### src/rtl/core/rspd_pkg.sv
package rspd_pkg;

  localparam int unsigned LenWidth = 12;
  localparam logic [LenWidth-1:0] MaxPayloadLenReset = 12'd2047;

  localparam logic [2:0] PH_HUNT    = 3'd0;
  localparam logic [2:0] PH_PAYLOAD = 3'd1;
  localparam logic [2:0] PH_SKIP    = 3'd2;
  localparam logic [2:0] PH_CK_HI   = 3'd3;
  localparam logic [2:0] PH_CK_LO   = 3'd4;

  localparam logic [2:0] K_BYTE     = 3'd0;
  localparam logic [2:0] K_RESTART  = 3'd1;
  localparam logic [2:0] K_ACCEPT   = 3'd2;
  localparam logic [2:0] K_MISMATCH = 3'd3;
  localparam logic [2:0] K_BADHEX   = 3'd4;
  localparam logic [2:0] K_OVERFLOW = 3'd5;

  localparam logic [7:0] CH_START = 8'h24;
  localparam logic [7:0] CH_END   = 8'h23;
  localparam logic [7:0] CH_ACK   = 8'h2b;
  localparam logic [7:0] CH_NAK   = 8'h2d;

  typedef struct packed {
    logic [2:0]          phase;
    logic [7:0]          running_sum;
    logic [LenWidth-1:0] payload_count;
    logic [3:0]          high_nibble;
  } state_t;

  typedef struct packed {
    logic [2:0]          kind;
    logic [7:0]          payload_byte;
    logic                send_ack;
    logic [7:0]          ack_byte;
    logic [LenWidth-1:0] packet_length;
  } result_t;

  typedef struct packed {
    logic       ok;
    logic [3:0] value;
  } hex_t;

  function automatic hex_t hex_decode(input logic [7:0] c);
    hex_t h;
    logic [7:0] d;
    h = '0;
    d = '0;
    if (c inside {[8'h30:8'h39]}) begin
      d = c - 8'h30;
      h.ok = 1'b1;
    end else if (c inside {[8'h61:8'h66]}) begin
      d = c - 8'h57;
      h.ok = 1'b1;
    end else if (c inside {[8'h41:8'h46]}) begin
      d = c - 8'h37;
      h.ok = 1'b1;
    end
    h.value = d[3:0];
    return h;
  endfunction

endpackage

### src/rtl/core/rsp_packet_deframer_core.sv
// Channel   Direction  Handshake             Payload
// input     in         in_valid/in_ready     rx_byte
// output    out        out_valid/out_ready   kind, payload_byte, send_ack, ack_byte,
//                                            packet_length
// config    in         cfg_wr_en             cfg_wr_data (max_payload_len)
//
// One byte per cycle sustained while the output is not stalled; an accepted byte is
// registered in the input register first, then its result in the output register.
// Bytes that cause no result update the parser state and leave no output.
// Synchronous reset clears the parser state, both valids and sets the limit to 2047.
// A stalled output holds the input register; in_ready drops only when both are full.
module rsp_packet_deframer_core
  import rspd_pkg::*;
(
  input  logic                clk,
  input  logic                rst,
  input  logic                in_valid,
  output logic                in_ready,
  input  logic [7:0]          rx_byte,
  output logic                out_valid,
  input  logic                out_ready,
  output logic [2:0]          kind,
  output logic [7:0]          payload_byte,
  output logic                send_ack,
  output logic [7:0]          ack_byte,
  output logic [LenWidth-1:0] packet_length,
  input  logic                cfg_wr_en,
  input  logic [LenWidth-1:0] cfg_wr_data
);

  logic [LenWidth-1:0] max_payload_len;
  logic                byte_valid;
  logic [7:0]          byte_q;
  state_t              state;
  state_t              state_next;
  logic                emit;
  result_t             result;
  result_t             result_q;
  logic                advance;

  assign advance  = byte_valid && (!out_valid || out_ready);
  assign in_ready = !byte_valid || advance;

  rspd_step u_step (
    .state           (state),
    .rx_byte         (byte_q),
    .max_payload_len (max_payload_len),
    .state_next      (state_next),
    .emit            (emit),
    .result          (result)
  );

  always_ff @(posedge clk) begin
    if (rst) begin
      max_payload_len <= MaxPayloadLenReset;
    end else if (cfg_wr_en) begin
      max_payload_len <= cfg_wr_data;
    end
  end

  always_ff @(posedge clk) begin
    if (rst) begin
      byte_valid <= 1'b0;
    end else if (in_ready) begin
      byte_valid <= in_valid;
    end
  end

  always_ff @(posedge clk) begin
    if (in_valid && in_ready) begin
      byte_q <= rx_byte;
    end
  end

  always_ff @(posedge clk) begin
    if (rst) begin
      state <= '{phase: PH_HUNT, running_sum: '0, payload_count: '0, high_nibble: '0};
    end else if (advance) begin
      state <= state_next;
    end
  end

  always_ff @(posedge clk) begin
    if (rst) begin
      out_valid <= 1'b0;
    end else if (advance && emit) begin
      out_valid <= 1'b1;
    end else if (out_ready) begin
      out_valid <= 1'b0;
    end
  end

  always_ff @(posedge clk) begin
    if (advance && emit) begin
      result_q <= result;
    end
  end

  assign kind          = result_q.kind;
  assign payload_byte  = result_q.payload_byte;
  assign send_ack      = result_q.send_ack;
  assign ack_byte      = result_q.ack_byte;
  assign packet_length = result_q.packet_length;

endmodule

### src/rtl/core/rspd_step.sv
module rspd_step
  import rspd_pkg::*;
(
  input  state_t              state,
  input  logic [7:0]          rx_byte,
  input  logic [LenWidth-1:0] max_payload_len,
  output state_t              state_next,
  output logic                emit,
  output result_t             result
);

  hex_t hex;

  assign hex = hex_decode(rx_byte);

  always_comb begin
    state_next = state;
    emit = 1'b0;
    result = '0;
    case (state.phase)
      PH_PAYLOAD: begin
        if (rx_byte == CH_END) begin
          state_next.phase = PH_CK_HI;
        end else if (rx_byte == CH_START) begin
          state_next.running_sum = '0;
          state_next.payload_count = '0;
          emit = 1'b1;
          result.kind = K_RESTART;
        end else if (state.payload_count >= max_payload_len) begin
          state_next.payload_count = '0;
          state_next.running_sum = 8'd1;
          state_next.phase = PH_SKIP;
          emit = 1'b1;
          result.kind = K_OVERFLOW;
        end else begin
          state_next.payload_count = state.payload_count + 1'b1;
          state_next.running_sum = state.running_sum + rx_byte;
          emit = 1'b1;
          result.kind = K_BYTE;
          result.payload_byte = rx_byte;
        end
      end
      PH_SKIP: begin
        if (rx_byte == CH_END) begin
          state_next.phase = PH_CK_HI;
        end
      end
      PH_CK_HI: begin
        if (!hex.ok) begin
          state_next.phase = PH_HUNT;
          emit = 1'b1;
          result.kind = K_BADHEX;
        end else begin
          state_next.high_nibble = hex.value;
          state_next.phase = PH_CK_LO;
        end
      end
      PH_CK_LO: begin
        state_next.phase = PH_HUNT;
        emit = 1'b1;
        if (!hex.ok) begin
          result.kind = K_BADHEX;
        end else if ({state.high_nibble, hex.value} != state.running_sum) begin
          result.kind = K_MISMATCH;
          result.send_ack = 1'b1;
          result.ack_byte = CH_NAK;
        end else begin
          result.kind = K_ACCEPT;
          result.send_ack = 1'b1;
          result.ack_byte = CH_ACK;
          result.packet_length = state.payload_count;
        end
      end
      default: begin
        if (rx_byte == CH_START) begin
          state_next.running_sum = '0;
          state_next.payload_count = '0;
          state_next.phase = PH_PAYLOAD;
        end else begin
          state_next.phase = PH_HUNT;
        end
      end
    endcase
  end

endmodule
### config.mk
export PLATFORM = sky130hd
export DESIGN_NAME = rsp_packet_deframer_core
export DESIGN_NICKNAME = d
export VERILOG_FILES = /design/src/rtl/core/rspd_pkg.sv /design/src/rtl/core/rsp_packet_deframer_core.sv /design/src/rtl/core/rspd_step.sv
export SDC_FILE = /design/constraint.sdc
export NUM_CORES = 1
export LEC_CHECK = 0
export ABC_CLOCK_PERIOD_IN_PS = 7090
export BUFFER_PORTS_ARGS = -buffer_cell sky130_fd_sc_hd__clkbuf_2
export CORE_MARGIN = 2
export CORE_UTILIZATION = 55
export CTS_CLUSTER_DIAMETER = 150
export CTS_CLUSTER_SIZE = 10
export DETAILED_ROUTE_END_ITERATION = 12
export PLACE_DENSITY = 0.88
export SETUP_SLACK_MARGIN = 0.15
export SYNTH_ARGS = -nofsm -noshare
export SYNTH_HDL_FRONTEND = slang
export SYNTH_SLANG_ARGS = --single-unit
### constraint.sdc
create_clock -name clk -period 7.09 [get_ports clk]
set_input_delay 0.709 -clock clk [delete_from_list [all_inputs] [get_ports clk]]
set_output_delay 0.709 -clock clk [all_outputs]
set_load 0.02 [all_outputs]
# Word level (Yosys, flattened, before mapping)
# Index checks and enable logic that the tools add are counted.
[totals]
out_inout_bits = 34
ff_bits = 81
in_bits = 25
wordCells = 92
[op_classes]
n_mux = 33
n_eq_ne = 11
addsub = 5
n_bitwise = 4
n_reduce_logical = 19
magnitude_cmp = 7
[ops]
columns = ["op", "n"]
rows = [
  ["2-to-1 mux 20 bit", 4],
  ["one-hot mux 20 bit (2 select lines)", 1],
  ["2-to-1 mux 3 bit", 10],
  ["== test 8 x 6 -> 1 bit, second input constant", 2],
  ["greater-or-equal comparator 8 x 7 -> 1 bit, second input constant", 2],
  ["less-or-equal comparator 8 x 7 -> 1 bit, second input constant", 2],
  ["2-to-1 mux 8 bit", 2],
  ["adder 12 x 1 -> 12 bit, second input constant", 1],
  ["greater-or-equal comparator 12 bit", 1],
  ["2-to-1 mux 4 bit", 3],
  ["one-hot mux 3 bit (4 select lines)", 1],
  ["2-to-1 mux 11 bit", 1],
  ["2-to-1 mux 1 bit", 9],
  ["one-hot mux 3 bit (3 select lines)", 1],
  ["adder 8 bit", 1],
  ["greater-or-equal comparator 8 x 6 -> 1 bit, second input constant", 1],
  ["less-or-equal comparator 8 x 6 -> 1 bit, second input constant", 1],
  ["inequality test 8 bit", 1],
  ["AND reduction 4 bit", 2],
  ["subtractor 4 x 3 -> 4 bit, second input constant", 2],
  ["== test 3 x 2 -> 1 bit, second input constant", 2],
  ["logical AND 1 bit", 6],
  ["OR reduction 3 bit", 2],
  ["inverter 1 bit", 4],
  ["14 further kinds", 17],
]

# Longest topological paths before layout
[depth]
depth_word = 9
ltp_mapped = 11
ltp_nobuf = 9

# Modules after synthesis
# Synthesis repeated with hierarchy kept, for this count alone.
[unflattened]
hier_cells = 480
area_unflattened_um2 = 4805.9
[modules_own_cells]
columns = ["mod", "seq_area_each_um2", "area_per_inst_um2", "cells_each", "instances"]
rows = [
  ["rsp_packet_deframer_core", 2021.9, 2946.6, 208, 1],
  ["rspd_step", 0.0, 1859.3, 272, 1],
]

# Least setup slack after synthesis
# OpenSTA, ideal clock, no wires.
[synth_timing]
path_kind = "reg2reg"
start = "register byte_q[0]"
end = "register result_q (netlist bit ack_byte[1]) (enable)"
setup_ps = 409
stages_incl_launch_ff = 10
synth_period_minus_slack_ps = 3390
arrival_time_ps = 2982
setup_slack_ps = 3700
cell_sequence = "edfxtp_1 -> inv_1 -> ha_1 -> nor3b_1 -> and4bb_1 -> o21ai_2 -> nand3_1 -> a211oi_1 -> nor2_1 -> nor2_1"
[synth_between]
elab_chain_len = 8
elab_cells_between_ends = 17
classes_between = "6 x order compare; 1 x eq/ne; 6 x mux; 4 x reduce/logical"
[synth_lines]
columns = ["item", "line", "text"]
rows = [
  ["from (decl)", "rsp_packet_deframer_core.sv:33", "logic [7:0] byte_q;"],
  ["from (signal assigned)", "rsp_packet_deframer_core.sv:71", "byte_q <= rx_byte;"],
  ["greater-or-equal comparator 8 x 7 -> 1 bit / less-or-equal comparator 8 x 7 -> 1 bit (equally long branches)", "rspd_pkg.sv:55", "end else if (c inside {[8'h41:8'h46]}) begin"],
  ["logical AND 1 bit", "rspd_pkg.sv:55", ""],
  ["2-to-1 mux 1 bit", "rspd_pkg.sv:55", ""],
  ["2-to-1 mux 1 bit", "rspd_pkg.sv:52", "end else if (c inside {[8'h61:8'h66]}) begin"],
  ["2-to-1 mux 1 bit", "rspd_pkg.sv:49", "if (c inside {[8'h30:8'h39]}) begin"],
  ["2-to-1 mux 1 bit", "rspd_step.sv:49", "if (!hex.ok) begin"],
  ["one-hot mux 1 bit (3 select lines) *", "rspd_step.sv:20", "case (state.phase)"],
  ["logical AND 1 bit *", "rsp_packet_deframer_core.sv:94", "if (advance && emit) begin"],
  ["to (signal assigned)", "rsp_packet_deframer_core.sv:95", "result_q <= result;"],
  ["to (decl)", "rsp_packet_deframer_core.sv:38", "result_t result_q;"],
]
# Mark *: on every way between the ends. The rest lies on a longest branch, timed or not.
# A chain may end at the register's enable or synchronous reset.

# Worst setup path after layout
# Ends and elaborated chain as after synthesis.

==> flow_summary.toml <==
[yosys]
synth.yosys.warnings = 0
synth_top_flop_cell = "sky130_fd_sc_hd__dfxtp_1"
synth.cell_area_um2 = 4040
synth.distinct_cells = 59
synth_area_per_cell_um2 = 10.0
postSynth.asyncResetShare = 0
synthesis.instances = 403
synth.ff_latch_count = 75
synth_enable_flop_cells = 34
synth-seq-area-share = 0.456

[die]
coreArea_um2 = 7180
io-pin-count = 59
die-height_um = 89.7
rows = 31
die_w_um = 89.7
floorplan.initialDensity = 0.563
design.die.area_um2 = 8050

[global_routing]
gr-usage-all-layers = 0.229
grt_antenna_before_repair = 0
grt_first_pass_wirelength_um = 14000
maximum_number_of_pins_on_one_net_before_global_route_repair = 27
globalRoute.totalOverflow = 0
number_of_global_route_vias_before_repair = 2975

[critical_path]
crit_type = "register to register"
end_kind = "register"
timing.critical_path.fanout_max = 26
worst_path_max_delay_cell = "sky130_fd_sc_hd__nor2_2"
setup.worst_path.start_class = "register"
timing.critical_path.cells = "inv_1, ha_1, nor3b_1, and4bb_1, o21ai_2, nand3_1, a211oi_1, nor2_1, nor2_2"
timing.critical_path.arrival_ps = 3460
critical-path-max-stage-delay_ps = 920
crit_path_required_time_ps = 7050

[pwr]
power.sequential.fraction = 0.535
p_per_cell_area_nw_per_um2 = 194
cellLeakagePower_nw = 1.90
comb_power_share = 0.084
p_int_w = 0.000661
p_clk_frac = 0.381
ir_drop_uv = 134
power.switching_fraction = 0.247
power_switching_w = 0.000217

[placement]
place.gp.congestion = 0.857
io_buffer_count = 55
dp_cells = 539
post-dp-hpwl_um = 6090

[timing]
number_of_hold_violations_in_the_final_report = 0
grt_setup_unrepaired = "false"
finalSetupViolations = 0
holdWs_ps = 500
fin_setup_tns_ps = 0
finClkSkew_ps = 8.38
max_clock_freq_mhz = 285
report.final.slew_viol_count = 0
fin_crit_ps = 3500
max_slew.worst_pin.slew_ps = 1210
slew_headroom = 0.189
min_period_over_period = 0.494

[clock_tree]
clkTransAtPathRegs_ps = 80
cts_tree = "yes"
insertion_delay_ps = 340
postCtsSetupRepairBufs = 0
hold_buffers = 0
cts.repair.resized = 0
h_tree_depth_reported_by_cts = 3
cts_buffers = 9
cts.path.max_buffers = 2
cts-root-buf = "sky130_fd_sc_hd__clkbuf_8"
clock_sink_count = 75

[drt]
via_count = 3075
route.antenna.remaining_nets = 0
detail_route.wirelength_um = 8360
detailedRoute.firstIterationViolations = 189
dr.pass1.iters = 4
drt_drc_violations_left = 0
route.detailed.vias_per_inst = 5.54
avgRoutedWirePerCell_um = 15.1

[cells_and_area]
nets = 501
synthToLayoutAreaGrowth_pct = 12.1
nFillCells = 579
share_of_post_route_cells_with_drive_strength_above_1 = 0.202
antennaDiodeCount = 0
fin_cells = 555

[outcome]
run_status = "completed"

[min_path]
min-delay-path-class = "register to register"

[run]
cap_violations = 0
==> synthesized netlist by cell type, types with 3 or more instances <==
| cell type | number | area share |
|---|---|---|
| sky130_fd_sc_hd__o21ai_0 | 4 | 0.0050 |
| sky130_fd_sc_hd__nand3_1 | 9 | 0.011 |
| sky130_fd_sc_hd__and3_1 | 3 | 0.0046 |
| sky130_fd_sc_hd__and2_1 | 10 | 0.015 |
| sky130_fd_sc_hd__a21o_1 | 11 | 0.020 |
| sky130_fd_sc_hd__inv_1 | 31 | 0.029 |
| sky130_fd_sc_hd__nor3b_1 | 6 | 0.011 |
| sky130_fd_sc_hd__nor3_1 | 11 | 0.014 |
| sky130_fd_sc_hd__nand2_1 | 32 | 0.030 |
| sky130_fd_sc_hd__nor2b_1 | 3 | 0.0046 |
| sky130_fd_sc_hd__xnor2_1 | 21 | 0.046 |
| sky130_fd_sc_hd__a21oi_1 | 16 | 0.020 |
| sky130_fd_sc_hd__buf_4 | 8 | 0.015 |
| sky130_fd_sc_hd__edfxtp_1 | 34 | 0.25 |
| sky130_fd_sc_hd__o211ai_1 | 13 | 0.024 |
| sky130_fd_sc_hd__nor3_2 | 9 | 0.022 |
| sky130_fd_sc_hd__xor2_1 | 4 | 0.0087 |
| sky130_fd_sc_hd__clkbuf_1 | 5 | 0.0046 |
| sky130_fd_sc_hd__nand2b_1 | 5 | 0.0077 |
| sky130_fd_sc_hd__a211oi_1 | 5 | 0.0093 |
| sky130_fd_sc_hd__mux2i_1 | 7 | 0.017 |
| sky130_fd_sc_hd__nor4_1 | 4 | 0.0062 |
| sky130_fd_sc_hd__dfxtp_1 | 41 | 0.20 |
| sky130_fd_sc_hd__ha_1 | 24 | 0.074 |
| sky130_fd_sc_hd__nand4_1 | 4 | 0.0062 |
| sky130_fd_sc_hd__nor2_1 | 39 | 0.036 |
| sky130_fd_sc_hd__buf_2 | 4 | 0.0050 |
==> routing by layer <==
| metal | global-route usage | part of all wire |
|---|---|---|
| met1 | 0.298 | 0.46 |
| met2 | 0.375 | 0.47 |
| met3 | 0.0420 | 0.048 |
| met4 | 0.0950 | 0.018 |
| met5 | 0 | 0 |
==> layout by cell type, fill, tap and decap left out, types with 2 or more instances in the layout <==
cell type / count
sky130_fd_sc_hd__o21bai_1: 2
sky130_fd_sc_hd__a211oi_1: 5
sky130_fd_sc_hd__o211ai_1: 13
sky130_fd_sc_hd__conb_1: 3
sky130_fd_sc_hd__nand4_1: 4
sky130_fd_sc_hd__nand2_1: 32
sky130_fd_sc_hd__nor3_2: 9
sky130_fd_sc_hd__o21ai_1: 2
sky130_fd_sc_hd__nor4_1: 4
sky130_fd_sc_hd__nand2b_1: 5
sky130_fd_sc_hd__xnor2_1: 21
sky130_fd_sc_hd__nor2_2: 2
sky130_fd_sc_hd__mux2i_1: 7
sky130_fd_sc_hd__nor3_1: 11
sky130_fd_sc_hd__dfxtp_1: 41
sky130_fd_sc_hd__o31ai_1: 2
sky130_fd_sc_hd__ha_1: 24
sky130_fd_sc_hd__nand3_1: 9
sky130_fd_sc_hd__edfxtp_1: 34
sky130_fd_sc_hd__xor2_1: 4
sky130_fd_sc_hd__clkbuf_8: 10
sky130_fd_sc_hd__o31a_1: 2
sky130_fd_sc_hd__and2_1: 10
sky130_fd_sc_hd__a31oi_1: 2
sky130_fd_sc_hd__a21o_1: 11
sky130_fd_sc_hd__clkinv_4: 2
sky130_fd_sc_hd__a21oi_1: 16
sky130_fd_sc_hd__inv_1: 31
sky130_fd_sc_hd__nor2b_1: 3
sky130_fd_sc_hd__o2bb2ai_1: 2
sky130_fd_sc_hd__and3_1: 3
sky130_fd_sc_hd__o21ai_0: 4
sky130_fd_sc_hd__nor2_1: 38
sky130_fd_sc_hd__a311oi_1: 2
sky130_fd_sc_hd__nor3b_1: 6
sky130_fd_sc_hd__clkbuf_2: 55
==> power groups by stage <==
stage          Sequential, W  Combinational (W)  Clock (W)
2_1_floorplan       0.000476          0.0000585          0
3_3_place_gp        0.000479          0.0000701          0
3_5_place_dp        0.000480          0.0000725          0
4_1_cts             0.000470          0.0000731   0.000338
5_1_grt             0.000471          0.0000824   0.000359
6_report            0.000470          0.0000735   0.000335
==> state kept, by name (all words and copies together), names as in the netlist <==
| name | flops |
|---|---|
| state | 27 |
| payload_byte | 8 |
| byte_valid | 1 |
| kind | 3 |
| out_valid | 1 |
| byte_q | 8 |
| ack_byte | 3 |
| packet_length | 12 |
| max_payload_len | 12 |
==> path summary, 6_finish.rpt <==
check                                  start  cells past startpoint  slack [ps]                               to
min reg2reg  max_payload_len[4]$_SDFFE_PP1P_                      2         500  max_payload_len[4]$_SDFFE_PP1P_
max                      byte_q[0]$_DFFE_PP_                      9        3590        ack_byte[1]$_SDFFCE_PN0P_
min          max_payload_len[4]$_SDFFE_PP1P_                      2         500  max_payload_len[4]$_SDFFE_PP1P_
max reg2reg              byte_q[0]$_DFFE_PP_                      9        3590        ack_byte[1]$_SDFFCE_PN0P_
==> through the flow <==
step | util | setup WS [ps] | total power [W] | cell area [µm²]
CTS | 0.631 | 3570 | 0.000881 | 4530
global route | 0.631 | 3220 | 0.000913 | 4530
finish | 0.631 | 3590 | 0.000878 | 4530
floorplan | - | 3700 | 0.000534 | 4050
detailed placement | 0.603 | 3620 | 0.000552 | 4330
global placement | 0.603 | 3780 | 0.000549 | 4330
==> kinds of logic (layout without fill, tap and decap cells) <==
kind of cell | Yosys count | count (layout) | synth area share
flops | 75 | 75 | 0.456
buf+inv | 52 | 103 | 0.0610
fa+ha+maj | 25 | 25 | 0.0793
mux | 7 | 7 | 0.0173
compound gates | 72 | 72 | 0.126
simple gates | 146 | 146 | 0.205
xor+xnor | 25 | 25 | 0.0542
other cells | 1 | 3 | 0.000928
==> worst max-delay path, delay by kind of cell (launching register included) <==
kind                       cells  cell delay (ps)
buffers and inverters          1              200
and+or+nand+nor                5             1570
AOI/OAI and AO/OA              2              480
DFF                            1              540
adders and majority gates      1              310
==> area by class of cell <==
cell class / instances / area [µm²] / share of cell area
Multi-Input combinational cell: 278 / 1960 / 0.433
Tap cell: 99 / 124 / 0.0274
Sequential cell: 75 / 1840 / 0.407
Timing Repair Buffer: 56 / 283 / 0.0624
Inverter: 31 / 116 / 0.0257
Clock buffer: 11 / 141 / 0.0312
Clock inverter: 5 / 61.3 / 0.0135
Note: power is estimated with default switching activity, not from simulation.
